<file path="src/hw/rtl/gpt_pkg.sv">
// Package for the gimbal pan/tilt PID block: widths, constants, register
// indexes, controller states and the command/status structs.
// No dependencies.
`timescale 1ns / 1ps

package gpt_pkg;

    localparam int FRAME_WIDTH  = 1920;
    localparam int FRAME_HEIGHT = 1080;
    localparam int FRAME_MAX    = (FRAME_WIDTH > FRAME_HEIGHT) ? FRAME_WIDTH : FRAME_HEIGHT;
    localparam int DIV_W        = $clog2(FRAME_MAX) + 1;

    localparam int COORD_W    = 16;
    localparam int CONF_W     = 8;
    localparam int GAIN_W     = 16;
    localparam int CH_W       = 16;
    localparam int CFG_DATA_W = 16;
    localparam int NUM_REGS   = 8;
    localparam int CFG_IDX_W  = $clog2(NUM_REGS);

    localparam int DIFF_W     = COORD_W + 1;
    localparam int ZOOM_SHIFT = 8;
    localparam int MAGP_W     = DIFF_W + GAIN_W;
    localparam int MAG_W      = MAGP_W + ZOOM_SHIFT;

    localparam int RATE_W      = 20;
    localparam int DRATE_W     = RATE_W + 1;
    localparam int INTEG_W     = 32;
    localparam int MA_W        = INTEG_W;
    localparam int MB_W        = GAIN_W + 1;
    localparam int PROD_W      = MA_W + MB_W;
    localparam int I_SHIFT     = 8;
    localparam int DECAY_SHIFT = 16;
    localparam int CMD_SHIFT   = 24;
    localparam int CMD_W       = 42;
    localparam int CMDQ_W      = CMD_W - CMD_SHIFT;
    localparam int CMDI_W      = 8;

    localparam int DIV_BITS  = 2;
    localparam int DIV_STEPS = RATE_W / DIV_BITS;
    localparam int DIV_CNT_W = $clog2(DIV_STEPS + 1);

    localparam int DECAY_Q16  = 62915;
    localparam int CMD_LIMIT  = 100;
    localparam int DEAD_BAND  = 3;
    localparam int CENTRE     = 1023;
    localparam int PAN_SCALE  = 10;
    localparam int TILT_SCALE = 4;

    localparam int RST_PAN_P   = 20480;
    localparam int RST_PAN_I   = 0;
    localparam int RST_PAN_D   = 0;
    localparam int RST_TILT_P  = 15360;
    localparam int RST_TILT_I  = 0;
    localparam int RST_TILT_D  = 0;
    localparam int RST_ZOOM    = 256;
    localparam int RST_CONF_TH = 50;

    localparam logic AXIS_PAN  = 1'b0;
    localparam logic AXIS_TILT = 1'b1;

    typedef enum logic [CFG_IDX_W-1:0] {
        REG_PAN_P,
        REG_PAN_I,
        REG_PAN_D,
        REG_TILT_P,
        REG_TILT_I,
        REG_TILT_D,
        REG_ZOOM,
        REG_CONF_TH
    } cfg_reg_t;

    typedef enum logic [2:0] {
        MS_DZ,
        MS_I,
        MS_P,
        MS_D,
        MS_K
    } mul_sel_t;

    typedef enum logic [3:0] {
        ST_IDLE,
        ST_GATE,
        ST_DZ,
        ST_DIV_START,
        ST_DIV_WAIT,
        ST_RATE,
        ST_MUL_I,
        ST_MUL_P,
        ST_MUL_D,
        ST_MUL_K,
        ST_FIN,
        ST_CHAN,
        ST_OUT
    } state_t;

    typedef struct packed {
        logic     load;
        logic     axis;
        logic     mul_en;
        mul_sel_t mul_sel;
        logic     div_start;
        logic     rate_en;
        logic     acc_en;
        logic     cmd_init;
        logic     cmd_add;
        logic     fin_en;
        logic     chan_en;
        logic     out_load;
    } cmd_t;

    typedef struct packed {
        logic gate_ok;
        logic div_done;
        logic out_free;
    } sts_t;

endpackage

</file>
<file path="src/hw/rtl/gpt_div.sv">
// Iterative restoring divider, two quotient bits per cycle, with an
// overflow flag for quotients past the rate width. Uses gpt_pkg.
`timescale 1ns / 1ps

module gpt_div (
    input  logic                        aclk,
    input  logic                        aresetn,
    input  logic                        start,
    input  logic [gpt_pkg::MAG_W-1:0]   dividend,
    input  logic [gpt_pkg::DIV_W-1:0]   divisor,
    output logic                        done,
    output logic [gpt_pkg::RATE_W-1:0]  quot,
    output logic                        ovf
);

    localparam int HI_W = gpt_pkg::MAG_W - gpt_pkg::RATE_W;

    logic                           busy_reg;
    logic [gpt_pkg::DIV_CNT_W-1:0]  cnt_reg;
    logic [gpt_pkg::DIV_W-1:0]      rem_reg;
    logic [gpt_pkg::DIV_W-1:0]      rem_next;
    logic [gpt_pkg::RATE_W-1:0]     lo_reg;
    logic [gpt_pkg::RATE_W-1:0]     lo_next;
    logic [gpt_pkg::RATE_W-1:0]     quot_reg;
    logic [gpt_pkg::RATE_W-1:0]     quot_next;
    logic [gpt_pkg::DIV_W-1:0]      dsr_reg;
    logic                           ovf_reg;
    logic [HI_W-1:0]                hi;
    logic [gpt_pkg::DIV_W-1:0]      trial;

    assign hi = dividend[gpt_pkg::MAG_W-1:gpt_pkg::RATE_W];

    always_comb begin
        rem_next  = rem_reg;
        lo_next   = lo_reg;
        quot_next = quot_reg;
        trial     = '0;
        for (int k = 0; k < gpt_pkg::DIV_BITS; k++) begin
            trial   = {rem_next[gpt_pkg::DIV_W-2:0], lo_next[gpt_pkg::RATE_W-1]};
            lo_next = {lo_next[gpt_pkg::RATE_W-2:0], 1'b0};
            if (trial >= dsr_reg) begin
                rem_next  = trial - dsr_reg;
                quot_next = {quot_next[gpt_pkg::RATE_W-2:0], 1'b1};
            end else begin
                rem_next  = trial;
                quot_next = {quot_next[gpt_pkg::RATE_W-2:0], 1'b0};
            end
        end
    end

    always_ff @(posedge aclk) begin
        if (!aresetn) begin
            busy_reg <= 1'b0;
            cnt_reg  <= '0;
        end else if (start) begin
            busy_reg <= 1'b1;
            cnt_reg  <= gpt_pkg::DIV_CNT_W'(gpt_pkg::DIV_STEPS);
        end else if (busy_reg) begin
            cnt_reg <= cnt_reg - gpt_pkg::DIV_CNT_W'(1);
            if (cnt_reg == gpt_pkg::DIV_CNT_W'(1)) begin
                busy_reg <= 1'b0;
            end
        end
    end

    always_ff @(posedge aclk) begin
        if (start) begin
            rem_reg  <= {1'b0, hi[gpt_pkg::DIV_W-2:0]};
            lo_reg   <= dividend[gpt_pkg::RATE_W-1:0];
            quot_reg <= '0;
            dsr_reg  <= divisor;
            ovf_reg  <= (hi >= {{(HI_W-gpt_pkg::DIV_W){1'b0}}, divisor});
        end else if (busy_reg) begin
            rem_reg  <= rem_next;
            lo_reg   <= lo_next;
            quot_reg <= quot_next;
        end
    end

    assign done = !busy_reg;
    assign quot = quot_reg;
    assign ovf  = ovf_reg;

endmodule

</file>
<file path="src/hw/rtl/gpt_datapath.sv">
// Datapath: config registers, axis state, shared multiplier, divider,
// PID accumulation, channel update and output register. Uses gpt_pkg, gpt_div.
`timescale 1ns / 1ps

module gpt_datapath (
    input  logic                            aclk,
    input  logic                            aresetn,
    input  gpt_pkg::cmd_t                   cmd,
    output gpt_pkg::sts_t                   sts,
    input  logic [gpt_pkg::COORD_W-1:0]     s_target_col,
    input  logic [gpt_pkg::COORD_W-1:0]     s_target_row,
    input  logic [gpt_pkg::CONF_W-1:0]      s_track_confidence,
    input  logic                            cfg_wr_en,
    input  logic [gpt_pkg::CFG_IDX_W-1:0]   cfg_index,
    input  logic [gpt_pkg::CFG_DATA_W-1:0]  cfg_wr_data,
    output logic                            m_valid,
    input  logic                            m_ready,
    output logic [gpt_pkg::CH_W-1:0]        m_pan_channel,
    output logic [gpt_pkg::CH_W-1:0]        m_tilt_channel,
    output logic                            m_control_applied
);

    localparam logic signed [gpt_pkg::CMDQ_W-1:0] Q_LIM  = gpt_pkg::CMDQ_W'(gpt_pkg::CMD_LIMIT);
    localparam logic signed [gpt_pkg::CMDQ_W-1:0] Q_NLIM = -Q_LIM;
    localparam logic signed [gpt_pkg::CMDI_W-1:0] I_LIM  = gpt_pkg::CMDI_W'(gpt_pkg::CMD_LIMIT);
    localparam logic signed [gpt_pkg::CMDI_W-1:0] DB_HI  = gpt_pkg::CMDI_W'(gpt_pkg::DEAD_BAND);
    localparam logic signed [gpt_pkg::CMDI_W-1:0] DB_LO  = -DB_HI;
    localparam logic [gpt_pkg::RATE_W-1:0] RATE_MAX_V = {1'b0, {(gpt_pkg::RATE_W-1){1'b1}}};
    localparam logic [gpt_pkg::RATE_W-1:0] RATE_MIN_V = {1'b1, {(gpt_pkg::RATE_W-1){1'b0}}};
    localparam int ACC_W = gpt_pkg::INTEG_W + 2;

    // configuration
    logic [gpt_pkg::GAIN_W-1:0] pan_p_reg, pan_i_reg, pan_d_reg;
    logic [gpt_pkg::GAIN_W-1:0] tilt_p_reg, tilt_i_reg, tilt_d_reg;
    logic [gpt_pkg::GAIN_W-1:0] zoom_reg;
    logic [gpt_pkg::CONF_W-1:0] conf_th_reg;

    // per-axis state
    logic [gpt_pkg::INTEG_W-1:0] integ_reg [2];
    logic [gpt_pkg::RATE_W-1:0]  last_reg  [2];
    logic [gpt_pkg::CH_W-1:0]    ch_reg    [2];

    // transaction and working registers
    logic [gpt_pkg::COORD_W-1:0] col_reg, row_reg;
    logic                        gate_reg;
    logic signed [gpt_pkg::PROD_W-1:0] prod_reg;
    logic                        neg_reg;
    logic [gpt_pkg::RATE_W-1:0]  rate_reg;
    logic [gpt_pkg::INTEG_W-1:0] acc_reg;
    logic [gpt_pkg::CMD_W-1:0]   cmd_reg;
    logic signed [gpt_pkg::CMDI_W-1:0] cmdi_reg;
    logic                        m_valid_reg;
    logic [gpt_pkg::CH_W-1:0]    m_pan_reg, m_tilt_reg;
    logic                        m_applied_reg;

    // combinational
    logic                        gate_next;
    logic [gpt_pkg::COORD_W-1:0] coord;
    logic [gpt_pkg::DIFF_W-1:0]  half;
    logic [gpt_pkg::DIFF_W-1:0]  diff;
    logic [gpt_pkg::DIV_W-1:0]   frame_sz;
    logic [gpt_pkg::GAIN_W-1:0]  gain_p, gain_i, gain_d;
    logic [gpt_pkg::DRATE_W-1:0] drate;
    logic [gpt_pkg::MA_W-1:0]    mul_a;
    logic [gpt_pkg::MB_W-1:0]    mul_b;
    logic signed [gpt_pkg::PROD_W-1:0] mul_p;
    logic                        prod_neg;
    logic [gpt_pkg::PROD_W-1:0]  prod_abs;
    logic [gpt_pkg::MAG_W-1:0]   div_mag;
    logic                        div_done;
    logic [gpt_pkg::RATE_W-1:0]  div_quot;
    logic                        div_ovf;
    logic [gpt_pkg::RATE_W-1:0]  rate_next;
    logic [gpt_pkg::PROD_W-1:0]  bias_i, bias_k;
    logic [ACC_W-1:0]            acc_sum;
    logic [gpt_pkg::INTEG_W-1:0] acc_next;
    logic [gpt_pkg::INTEG_W-1:0] integ_next;
    logic [gpt_pkg::CMD_W-1:0]   cmd_bias;
    logic signed [gpt_pkg::CMDQ_W-1:0] cmd_q;
    logic signed [gpt_pkg::CMDI_W-1:0] cmdi_next;
    logic [gpt_pkg::CH_W-1:0]    cmdi_ext, scale, ch_step, ch_next;

    assign gate_next = (s_track_confidence > conf_th_reg)
                    && (s_target_col != {gpt_pkg::COORD_W{1'b1}})
                    && (s_target_row != {gpt_pkg::COORD_W{1'b1}});

    // axis selection
    always_comb begin
        if (cmd.axis == gpt_pkg::AXIS_TILT) begin
            coord    = row_reg;
            half     = gpt_pkg::DIFF_W'(gpt_pkg::FRAME_HEIGHT / 2);
            frame_sz = gpt_pkg::DIV_W'(gpt_pkg::FRAME_HEIGHT);
            gain_p   = tilt_p_reg;
            gain_i   = tilt_i_reg;
            gain_d   = tilt_d_reg;
            scale    = gpt_pkg::CH_W'(gpt_pkg::TILT_SCALE);
        end else begin
            coord    = col_reg;
            half     = gpt_pkg::DIFF_W'(gpt_pkg::FRAME_WIDTH / 2);
            frame_sz = gpt_pkg::DIV_W'(gpt_pkg::FRAME_WIDTH);
            gain_p   = pan_p_reg;
            gain_i   = pan_i_reg;
            gain_d   = pan_d_reg;
            scale    = gpt_pkg::CH_W'(gpt_pkg::PAN_SCALE);
        end
    end

    assign diff  = {coord[gpt_pkg::COORD_W-1], coord} - half;
    assign drate = {rate_reg[gpt_pkg::RATE_W-1], rate_reg}
                 - {last_reg[cmd.axis][gpt_pkg::RATE_W-1], last_reg[cmd.axis]};

    // shared multiplier operands
    always_comb begin
        case (cmd.mul_sel)
            gpt_pkg::MS_DZ: begin
                mul_a = {{(gpt_pkg::MA_W-gpt_pkg::DIFF_W){diff[gpt_pkg::DIFF_W-1]}}, diff};
                mul_b = {1'b0, zoom_reg};
            end
            gpt_pkg::MS_I: begin
                mul_a = {{(gpt_pkg::MA_W-gpt_pkg::RATE_W){rate_reg[gpt_pkg::RATE_W-1]}},
                         rate_reg};
                mul_b = {1'b0, gain_i};
            end
            gpt_pkg::MS_P: begin
                mul_a = {{(gpt_pkg::MA_W-gpt_pkg::RATE_W){rate_reg[gpt_pkg::RATE_W-1]}},
                         rate_reg};
                mul_b = {1'b0, gain_p};
            end
            gpt_pkg::MS_D: begin
                mul_a = {{(gpt_pkg::MA_W-gpt_pkg::DRATE_W){drate[gpt_pkg::DRATE_W-1]}}, drate};
                mul_b = {1'b0, gain_d};
            end
            gpt_pkg::MS_K: begin
                mul_a = acc_reg;
                mul_b = gpt_pkg::MB_W'(gpt_pkg::DECAY_Q16);
            end
            default: begin
                mul_a = '0;
                mul_b = '0;
            end
        endcase
    end

    assign mul_p = $signed(mul_a) * $signed(mul_b);

    // divider feed: |diff * zoom| * 256
    assign prod_neg = prod_reg[gpt_pkg::PROD_W-1];
    assign prod_abs = prod_neg ? (~prod_reg + gpt_pkg::PROD_W'(1)) : prod_reg;
    assign div_mag  = {prod_abs[gpt_pkg::MAGP_W-1:0], {gpt_pkg::ZOOM_SHIFT{1'b0}}};

    gpt_div u_div (
        .aclk     (aclk),
        .aresetn  (aresetn),
        .start    (cmd.div_start),
        .dividend (div_mag),
        .divisor  (frame_sz),
        .done     (div_done),
        .quot     (div_quot),
        .ovf      (div_ovf)
    );

    always_comb begin
        if (neg_reg) begin
            if (div_ovf || (div_quot > RATE_MIN_V)) begin
                rate_next = RATE_MIN_V;
            end else begin
                rate_next = ~div_quot + gpt_pkg::RATE_W'(1);
            end
        end else begin
            if (div_ovf || div_quot[gpt_pkg::RATE_W-1]) begin
                rate_next = RATE_MAX_V;
            end else begin
                rate_next = div_quot;
            end
        end
    end

    // integral: saturating add of trunc0(I*rate / 2^8)
    assign bias_i  = prod_reg + {{(gpt_pkg::PROD_W-gpt_pkg::I_SHIFT){1'b0}},
                                 {gpt_pkg::I_SHIFT{prod_neg}}};
    assign acc_sum = {{2{integ_reg[cmd.axis][gpt_pkg::INTEG_W-1]}}, integ_reg[cmd.axis]}
                   + bias_i[ACC_W+gpt_pkg::I_SHIFT-1:gpt_pkg::I_SHIFT];

    always_comb begin
        if (acc_sum[ACC_W-1:gpt_pkg::INTEG_W-1] == '0
                || acc_sum[ACC_W-1:gpt_pkg::INTEG_W-1] == '1) begin
            acc_next = acc_sum[gpt_pkg::INTEG_W-1:0];
        end else if (acc_sum[ACC_W-1]) begin
            acc_next = {1'b1, {(gpt_pkg::INTEG_W-1){1'b0}}};
        end else begin
            acc_next = {1'b0, {(gpt_pkg::INTEG_W-1){1'b1}}};
        end
    end

    // leak: trunc0(acc * 0.96)
    assign bias_k     = prod_reg + {{(gpt_pkg::PROD_W-gpt_pkg::DECAY_SHIFT){1'b0}},
                                    {gpt_pkg::DECAY_SHIFT{prod_neg}}};
    assign integ_next = bias_k[gpt_pkg::INTEG_W+gpt_pkg::DECAY_SHIFT-1:gpt_pkg::DECAY_SHIFT];

    // command: trunc0(cmd / 2^24), clamped
    assign cmd_bias = cmd_reg + {{(gpt_pkg::CMD_W-gpt_pkg::CMD_SHIFT){1'b0}},
                                 {gpt_pkg::CMD_SHIFT{cmd_reg[gpt_pkg::CMD_W-1]}}};
    assign cmd_q    = cmd_bias[gpt_pkg::CMD_W-1:gpt_pkg::CMD_SHIFT];

    always_comb begin
        if (cmd_q > Q_LIM) begin
            cmdi_next = I_LIM;
        end else if (cmd_q < Q_NLIM) begin
            cmdi_next = -I_LIM;
        end else begin
            cmdi_next = cmd_q[gpt_pkg::CMDI_W-1:0];
        end
    end

    assign cmdi_ext = {{(gpt_pkg::CH_W-gpt_pkg::CMDI_W){cmdi_reg[gpt_pkg::CMDI_W-1]}}, cmdi_reg};
    assign ch_step  = cmdi_ext * scale;
    assign ch_next  = ((cmdi_reg > DB_LO) && (cmdi_reg < DB_HI))
                    ? gpt_pkg::CH_W'(gpt_pkg::CENTRE)
                    : ch_reg[cmd.axis] + ch_step;

    // configuration port
    always_ff @(posedge aclk) begin
        if (!aresetn) begin
            pan_p_reg   <= gpt_pkg::GAIN_W'(gpt_pkg::RST_PAN_P);
            pan_i_reg   <= gpt_pkg::GAIN_W'(gpt_pkg::RST_PAN_I);
            pan_d_reg   <= gpt_pkg::GAIN_W'(gpt_pkg::RST_PAN_D);
            tilt_p_reg  <= gpt_pkg::GAIN_W'(gpt_pkg::RST_TILT_P);
            tilt_i_reg  <= gpt_pkg::GAIN_W'(gpt_pkg::RST_TILT_I);
            tilt_d_reg  <= gpt_pkg::GAIN_W'(gpt_pkg::RST_TILT_D);
            zoom_reg    <= gpt_pkg::GAIN_W'(gpt_pkg::RST_ZOOM);
            conf_th_reg <= gpt_pkg::CONF_W'(gpt_pkg::RST_CONF_TH);
        end else if (cfg_wr_en) begin
            case (gpt_pkg::cfg_reg_t'(cfg_index))
                gpt_pkg::REG_PAN_P:   pan_p_reg   <= cfg_wr_data;
                gpt_pkg::REG_PAN_I:   pan_i_reg   <= cfg_wr_data;
                gpt_pkg::REG_PAN_D:   pan_d_reg   <= cfg_wr_data;
                gpt_pkg::REG_TILT_P:  tilt_p_reg  <= cfg_wr_data;
                gpt_pkg::REG_TILT_I:  tilt_i_reg  <= cfg_wr_data;
                gpt_pkg::REG_TILT_D:  tilt_d_reg  <= cfg_wr_data;
                gpt_pkg::REG_ZOOM:    zoom_reg    <= cfg_wr_data;
                gpt_pkg::REG_CONF_TH: conf_th_reg <= cfg_wr_data[gpt_pkg::CONF_W-1:0];
                default: ;
            endcase
        end
    end

    // axis state
    always_ff @(posedge aclk) begin
        if (!aresetn) begin
            for (int a = 0; a < 2; a++) begin
                integ_reg[a] <= '0;
                last_reg[a]  <= '0;
                ch_reg[a]    <= gpt_pkg::CH_W'(gpt_pkg::CENTRE);
            end
        end else begin
            if (cmd.fin_en) begin
                integ_reg[cmd.axis] <= integ_next;
                last_reg[cmd.axis]  <= rate_reg;
            end
            if (cmd.chan_en) begin
                ch_reg[cmd.axis] <= ch_next;
            end
        end
    end

    // working registers
    always_ff @(posedge aclk) begin
        if (cmd.load) begin
            col_reg  <= s_target_col;
            row_reg  <= s_target_row;
            gate_reg <= gate_next;
        end
        if (cmd.mul_en) begin
            prod_reg <= mul_p;
        end
        if (cmd.div_start) begin
            neg_reg <= prod_neg;
        end
        if (cmd.rate_en) begin
            rate_reg <= rate_next;
        end
        if (cmd.acc_en) begin
            acc_reg <= acc_next;
        end
        if (cmd.cmd_init) begin
            cmd_reg <= prod_reg[gpt_pkg::CMD_W-1:0]
                     + {{(gpt_pkg::CMD_W-gpt_pkg::INTEG_W-8){acc_reg[gpt_pkg::INTEG_W-1]}},
                        acc_reg, 8'b0};
        end else if (cmd.cmd_add) begin
            cmd_reg <= cmd_reg + prod_reg[gpt_pkg::CMD_W-1:0];
        end
        if (cmd.fin_en) begin
            cmdi_reg <= cmdi_next;
        end
        if (cmd.out_load) begin
            m_pan_reg     <= ch_reg[gpt_pkg::AXIS_PAN];
            m_tilt_reg    <= ch_reg[gpt_pkg::AXIS_TILT];
            m_applied_reg <= gate_reg;
        end
    end

    // output register
    always_ff @(posedge aclk) begin
        if (!aresetn) begin
            m_valid_reg <= 1'b0;
        end else if (cmd.out_load) begin
            m_valid_reg <= 1'b1;
        end else if (m_ready) begin
            m_valid_reg <= 1'b0;
        end
    end

    assign sts.gate_ok  = gate_reg;
    assign sts.div_done = div_done;
    assign sts.out_free = !m_valid_reg || m_ready;

    assign m_valid           = m_valid_reg;
    assign m_pan_channel     = m_pan_reg;
    assign m_tilt_channel    = m_tilt_reg;
    assign m_control_applied = m_applied_reg;

endmodule

</file>
<file path="src/hw/rtl/gpt_ctrl.sv">
// Controller state machine: sequences the gate check, both PID axes and
// the output load. Uses gpt_pkg.
`timescale 1ns / 1ps

module gpt_ctrl (
    input  logic           aclk,
    input  logic           aresetn,
    input  logic           s_valid,
    output logic           s_ready,
    input  gpt_pkg::sts_t  sts,
    output gpt_pkg::cmd_t  cmd
);

    gpt_pkg::state_t state_reg, state_next;
    logic            axis_reg, axis_next;

    always_ff @(posedge aclk) begin
        if (!aresetn) begin
            state_reg <= gpt_pkg::ST_IDLE;
            axis_reg  <= gpt_pkg::AXIS_PAN;
        end else begin
            state_reg <= state_next;
            axis_reg  <= axis_next;
        end
    end

    always_comb begin
        state_next  = state_reg;
        axis_next   = axis_reg;
        s_ready     = 1'b0;
        cmd         = '0;
        cmd.axis    = axis_reg;
        cmd.mul_sel = gpt_pkg::MS_DZ;
        case (state_reg)
            gpt_pkg::ST_IDLE: begin
                s_ready = 1'b1;
                if (s_valid) begin
                    cmd.load   = 1'b1;
                    state_next = gpt_pkg::ST_GATE;
                end
            end
            gpt_pkg::ST_GATE: begin
                axis_next  = gpt_pkg::AXIS_PAN;
                state_next = sts.gate_ok ? gpt_pkg::ST_DZ : gpt_pkg::ST_OUT;
            end
            gpt_pkg::ST_DZ: begin
                cmd.mul_en  = 1'b1;
                cmd.mul_sel = gpt_pkg::MS_DZ;
                state_next  = gpt_pkg::ST_DIV_START;
            end
            gpt_pkg::ST_DIV_START: begin
                cmd.div_start = 1'b1;
                state_next    = gpt_pkg::ST_DIV_WAIT;
            end
            gpt_pkg::ST_DIV_WAIT: begin
                if (sts.div_done) begin
                    state_next = gpt_pkg::ST_RATE;
                end
            end
            gpt_pkg::ST_RATE: begin
                cmd.rate_en = 1'b1;
                state_next  = gpt_pkg::ST_MUL_I;
            end
            gpt_pkg::ST_MUL_I: begin
                cmd.mul_en  = 1'b1;
                cmd.mul_sel = gpt_pkg::MS_I;
                state_next  = gpt_pkg::ST_MUL_P;
            end
            gpt_pkg::ST_MUL_P: begin
                cmd.mul_en  = 1'b1;
                cmd.mul_sel = gpt_pkg::MS_P;
                cmd.acc_en  = 1'b1;
                state_next  = gpt_pkg::ST_MUL_D;
            end
            gpt_pkg::ST_MUL_D: begin
                cmd.mul_en   = 1'b1;
                cmd.mul_sel  = gpt_pkg::MS_D;
                cmd.cmd_init = 1'b1;
                state_next   = gpt_pkg::ST_MUL_K;
            end
            gpt_pkg::ST_MUL_K: begin
                cmd.mul_en  = 1'b1;
                cmd.mul_sel = gpt_pkg::MS_K;
                cmd.cmd_add = 1'b1;
                state_next  = gpt_pkg::ST_FIN;
            end
            gpt_pkg::ST_FIN: begin
                cmd.fin_en = 1'b1;
                state_next = gpt_pkg::ST_CHAN;
            end
            gpt_pkg::ST_CHAN: begin
                cmd.chan_en = 1'b1;
                if (axis_reg == gpt_pkg::AXIS_PAN) begin
                    axis_next  = gpt_pkg::AXIS_TILT;
                    state_next = gpt_pkg::ST_DZ;
                end else begin
                    state_next = gpt_pkg::ST_OUT;
                end
            end
            gpt_pkg::ST_OUT: begin
                if (sts.out_free) begin
                    cmd.out_load = 1'b1;
                    state_next   = gpt_pkg::ST_IDLE;
                end
            end
            default: begin
                state_next = gpt_pkg::ST_IDLE;
            end
        endcase
    end

endmodule

</file>
<file path="src/hw/rtl/gimbal_pan_tilt_pid.sv">
// Top level of the gimbal pan/tilt PID tracker.
// Depends on gpt_pkg, gpt_ctrl, gpt_datapath (which holds gpt_div).
//
// Usage:
//   s_* channel: one tracked-target transaction per frame (column, row,
//   confidence), valid/ready. m_* channel: one transaction per input with
//   both servo channel values and the control_applied flag.
//   cfg_*: write-only register port, one register per cycle on cfg_wr_en;
//   write only while no transaction is in flight.
// Sequencing:
//   A frame that passes the gate runs through the pan axis, then the tilt
//   axis, then the output load; one that fails goes straight from the gate
//   check to the output load. Each axis runs in turn through one shared
//   32x17 multiplier and a divider that resolves two quotient bits per
//   cycle. s_ready is high only while the controller is idle, which it
//   becomes on the same clock edge that registers the result.
// Reset and stalls:
//   Reset restores register defaults, clears integrals and last rates and
//   sets both channels to 1023. A result waiting on m_ready does not stop
//   the next frame being accepted; that frame's result waits until the
//   output register frees up.
`timescale 1ns / 1ps

module gimbal_pan_tilt_pid (
    input  logic                            aclk,
    input  logic                            aresetn,
    input  logic                            s_valid,
    output logic                            s_ready,
    input  logic [gpt_pkg::COORD_W-1:0]     s_target_col,
    input  logic [gpt_pkg::COORD_W-1:0]     s_target_row,
    input  logic [gpt_pkg::CONF_W-1:0]      s_track_confidence,
    output logic                            m_valid,
    input  logic                            m_ready,
    output logic [gpt_pkg::CH_W-1:0]        m_pan_channel,
    output logic [gpt_pkg::CH_W-1:0]        m_tilt_channel,
    output logic                            m_control_applied,
    input  logic                            cfg_wr_en,
    input  logic [gpt_pkg::CFG_IDX_W-1:0]   cfg_index,
    input  logic [gpt_pkg::CFG_DATA_W-1:0]  cfg_wr_data
);

    gpt_pkg::cmd_t cmd;
    gpt_pkg::sts_t sts;

    gpt_ctrl u_ctrl (
        .aclk    (aclk),
        .aresetn (aresetn),
        .s_valid (s_valid),
        .s_ready (s_ready),
        .sts     (sts),
        .cmd     (cmd)
    );

    gpt_datapath u_dp (
        .aclk               (aclk),
        .aresetn            (aresetn),
        .cmd                (cmd),
        .sts                (sts),
        .s_target_col       (s_target_col),
        .s_target_row       (s_target_row),
        .s_track_confidence (s_track_confidence),
        .cfg_wr_en          (cfg_wr_en),
        .cfg_index          (cfg_index),
        .cfg_wr_data        (cfg_wr_data),
        .m_valid            (m_valid),
        .m_ready            (m_ready),
        .m_pan_channel      (m_pan_channel),
        .m_tilt_channel     (m_tilt_channel),
        .m_control_applied  (m_control_applied)
    );

    a_out_no_overwrite: assert property (@(posedge aclk) disable iff (!aresetn)
        cmd.out_load |-> (!m_valid || m_ready))
        else $error("output register loaded while holding a result");

    a_one_in_flight: assert property (@(posedge aclk) disable iff (!aresetn)
        (s_valid && s_ready) |=> !s_ready)
        else $error("second transaction accepted while one is in flight");

    a_div_idle_start: assert property (@(posedge aclk) disable iff (!aresetn)
        cmd.div_start |-> sts.div_done)
        else $error("divider restarted while busy");

    a_chan_gated: assert property (@(posedge aclk) disable iff (!aresetn)
        (cmd.chan_en || cmd.fin_en) |-> sts.gate_ok)
        else $error("axis state updated for a gated-off transaction");

endmodule
</file>
<file path="config.mk">
export PLATFORM = sky130hd
export DESIGN_NAME = gimbal_pan_tilt_pid
export DESIGN_NICKNAME = d
export VERILOG_FILES = /design/src/hw/rtl/gpt_pkg.sv /design/src/hw/rtl/gpt_div.sv /design/src/hw/rtl/gpt_datapath.sv /design/src/hw/rtl/gpt_ctrl.sv /design/src/hw/rtl/gimbal_pan_tilt_pid.sv
export SDC_FILE = /design/constraint.sdc
export NUM_CORES = 2
export LEC_CHECK = 0
export BUFFER_PORTS_ARGS = -buffer_cell sky130_fd_sc_hd__buf_2
export CORE_MARGIN = 10
export CORE_UTILIZATION = 34
export CTS_CLUSTER_DIAMETER = 80
export DETAILED_ROUTE_END_ITERATION = 8
export SYNTH_ARGS = -nofsm -noshare
export SYNTH_HDL_FRONTEND = slang
export SYNTH_HIERARCHICAL = 1
export SYNTH_SLANG_ARGS = --single-unit
</file>
<file path="constraint.sdc">
create_clock -name aclk -period 13.65 [get_ports aclk]
set_input_delay 2.0475 -clock aclk [delete_from_list [all_inputs] [get_ports aclk]]
set_output_delay 2.0475 -clock aclk [all_outputs]
set_load 0.01 [all_outputs]
</file>
==> metrics.md <==
| Metric | Value |
|---|---|
| Result of the run | finished clean |
| Final worst clock skew | 0.0670 ns |
| Power consumption | 11.7 mW |
| Detailed-placement wirelength estimate | 112,000 um |
| Proportion of synthesized chip area in sequential cells | 28.1% |
| Startpoint of the most critical hold path | u_dp/ch_reg[1][6] |
| Hold buffer count at CTS | 0 |
| Top-level I/O count | 99 |
| Proportion of power drawn by combinational gates | 63.7% |
| Kind of path behind the tightest hold check | flip-flop to flip-flop |
| Cts repair resizes | 0 |
| Num rows | 145 |
| Vias in the first global route | 41,700 |
| Pin count of the biggest net entering global routing | 127 |
| Maximum root-to-sink buffer count | 3 |
| Setup repair after global routing missed its margin | false |
| Pins over their slew limit | 0 |
| Cell with the largest stage delay on the worst path | sky130_fd_sc_hd__a21oi_1 |
| DRC violation total after the first TritonRoute iteration | 3,074 |
| Vert. Die Dim | 416 um |
| Fraction of power spent switching nets | 47.1% |
| Clock input transition at the sequential cells of the worst setup and hold paths | 0.06 ns |
| Fraction of final layout cells sized beyond drive strength 1 | 7.79% |
| Cts bufs inserted | 61 |
| Average cell area after synthesis | 9.25 um^2 |
| EDFF count, synth | 398 |
| Maximum clock frequency | 83.5 MHz |
| Final setup violation count | 0 |
| Drt total wl | 148,000 um |
| Root Buffer Master | sky130_fd_sc_hd__clkbuf_16 |
| Clock latency on the worst-skew pair | 0.70 ns |
| Normalized max-slew margin | 10.4% |
| Int Pwr | 6.18 mW |
| Pwr Density | 202 nW/um^2 |
| Synth top cells by count | sky130_fd_sc_hd__nand2_1 (747), sky130_fd_sc_hd__inv_1 (736), sky130_fd_sc_hd__nor2_1 (507) |
| Weighted congestion at the end of routability-driven global placement | 0.903 |
| Leading area contributor after synthesis | sky130_fd_sc_hd__edfxtp_1 |
| Finished Core Util | 37.2% |
| Overall track demand over capacity in global routing | 16.8% |
| Source of the critical timing path | u_ctrl/axis_reg |
| Netlist area before placement | 53,200 um^2 |
| Maximum fanout along the worst path | 37 |
| Iteration count of the initial detailed-routing pass | 6 |
| Sink Count | 549 |
| Fraction of the cycle the final worst path needs | 87.7% |
| Clock tree from TritonCTS | yes |
| Startpoint type of the worst setup path | flip-flop |
| Total count of hold-check failures in the final report | 0 |
| Via density | 5.20 |
| Worst path setup slack after routing | 1.67 ns |
| Static power due to leakage | 24.5 nW |
| Floorplan core area | 156,000 um^2 |
| Cell Area, Placed | 55,900 um^2 |
| Count of nets left with antenna violations after detail routing | 0 |
| Growth of design area from synthesis to finish | 8.89% |
| Number of setup buffers added after CTS | 0 |
| Setup_tns | 0 ns |
| Gate count of the mapped netlist | 5,751 |
| Layout Cell Area excl Fill | 58,000 um^2 |
| NumNets Final | 6,661 |
| Global route overflow | 0 |
| DRC violations left | 0 |
| Die Wd | 416 um |
| Number of antenna violations at the first check in global routing | 1 |
| Total via count in the routed design | 40,800 |
| Required time worst endpoint | 14.03 ns |
| Clock share of power | 14.4% |
| Kind of end point of the critical path | flip-flop |
| Max FFs per register | 64 |
| Relative contribution of sequential cells to total power | 21.9% |
| Wire length of the first global-routing pass | 235,000 um |
| Port buffer count | 98 |
| Cell types with the largest area share after synthesis | sky130_fd_sc_hd__edfxtp_1 (22%), sky130_fd_sc_hd__fa_1 (19%), sky130_fd_sc_hd__ha_1 (8.7%), sky130_fd_sc_hd__dfxtp_1 (5.7%), sky130_fd_sc_hd__nand2_1 (5.3%) |
| Crit Path Class | flip-flop to flip-flop |
| Final period demand of the worst path | 11.98 ns |
| Cell mode on critical path | sky130_fd_sc_hd__fa_1 |
| Peak supply drop | 0.143 mV |
| Most numerous cell in the Yosys netlist | sky130_fd_sc_hd__nand2_1 |
| Worst-margin pin slew | 1.34 ns |
| Share of the synthesized area in the top cell type | 22.5% |
| Post-Place Worst Slack | 1.73 ns |
| Count of yosys warnings during synthesis | 6 |
| Die Area | 173,000 um^2 |
| Most used flip-flop cell after synthesis | sky130_fd_sc_hd__edfxtp_1 |
| Max-cap viol count | 0 |
| Wirelength per Cell | 18.8 um |
| FF+latch count, synth | 549 |
| Switch Pwr | 5.52 mW |
| Arrival time at the worst endpoint | 12.36 ns |
| Worst reg2reg path startpoint | u_ctrl/axis_reg |
| Critical path's largest stage delay | 1.27 ns |
| Initial standard-cell utilization of the core | 34.2% |
| Share of async-settable or async-resettable flops after synthesis | 0% |
| # H-tree levels | 2 |
| Library cells used by synthesis | 94 |
==> layer usage <==
layer	vias to the layer above	part of all wire [%]	track usage, %
li1	19100	-	-
met1	20100	44	22.7
met2	1306	47	28.2
met3	216	6.6	2.19
met4	0	2.5	4.17
met5	-	0	0
==> worst paths after layout <==
| check | cells past startpoint | slack, ns | endpoint |
|---|---|---|---|
| worst max-delay path | 35 | 1.67 | u_dp/prod_reg[48] |
| worst min-delay path | 0 | 0.44 | u_dp/m_tilt_channel[6] |
| worst max register to register | 35 | 1.67 | u_dp/prod_reg[48] |
| worst min register to register | 0 | 0.44 | u_dp/m_tilt_channel[6] |
==> worst max-delay path, delay by kind of cell, from the launching register on <==
| family | cells | cell delay, ns |
|---|---|---|
| AO/OA/AOI/OAI | 13 | 4.64 |
| adder cells (fa/ha/maj) | 9 | 4.10 |
| AND/OR/NAND/NOR | 7 | 1.45 |
| multiplexers | 2 | 0.65 |
| flip-flops | 1 | 0.64 |
| buffers and inverters | 4 | 0.20 |
==> placed cells by master, fill, tap and decap left out, types with 122 or more instances in the layout <==
master                       n
sky130_fd_sc_hd__a21boi_0  122
sky130_fd_sc_hd__xnor2_1   185
sky130_fd_sc_hd__a21oi_1   227
sky130_fd_sc_hd__a21o_1    149
sky130_fd_sc_hd__o21ai_0   165
sky130_fd_sc_hd__inv_1     736
sky130_fd_sc_hd__nand2_1   744
sky130_fd_sc_hd__fa_1      499
sky130_fd_sc_hd__edfxtp_1  398
sky130_fd_sc_hd__nor2_1    497
sky130_fd_sc_hd__dfxtp_1   150
sky130_fd_sc_hd__ha_1      371
==> per-stage QoR <==
stage               hold slack (ns)  instances
finish                        0.439       7839
detailed placement            0.427       7722
global route                  0.455       7837
CTS                           0.441       7837
global placement              0.428       7722
floorplan                     0.420       5772
==> power by group through the flow <==
stage / clock network, mW / logic [mW] / registers, mW
floorplan: 0 / 5.64 / 2.39
global placement: 0 / 7.25 / 2.58
detailed placement: 0 / 7.39 / 2.59
CTS: 1.73 / 7.44 / 2.55
global route: 1.79 / 8.40 / 2.59
finish: 1.68 / 7.45 / 2.57
==> area by class of cell <==
type | count | area, um^2
repair buffers | 167 | 1010
clock inverters | 29 | 298
diodes | 2 | 5.00
fillers | 15600 | 97900
well taps | 2058 | 2570
clock buffers | 86 | 1740
multi-input cells | 4208 | 34600
flip-flops and latches | 549 | 15000
inverters | 740 | 2780
==> kinds of logic after synthesis <==
logic type | synth area share, %
adder cells (fa/ha/maj) | 27.5
AND/OR/NAND/NOR | 15.3
XOR/XNOR | 5.04
flip-flops | 28.1
other | 0.0141
multiplexers | 3.68
buffers and inverters | 7.42
AO/OA/AOI/OAI | 13.0
(Power assumes the default switching activity.)
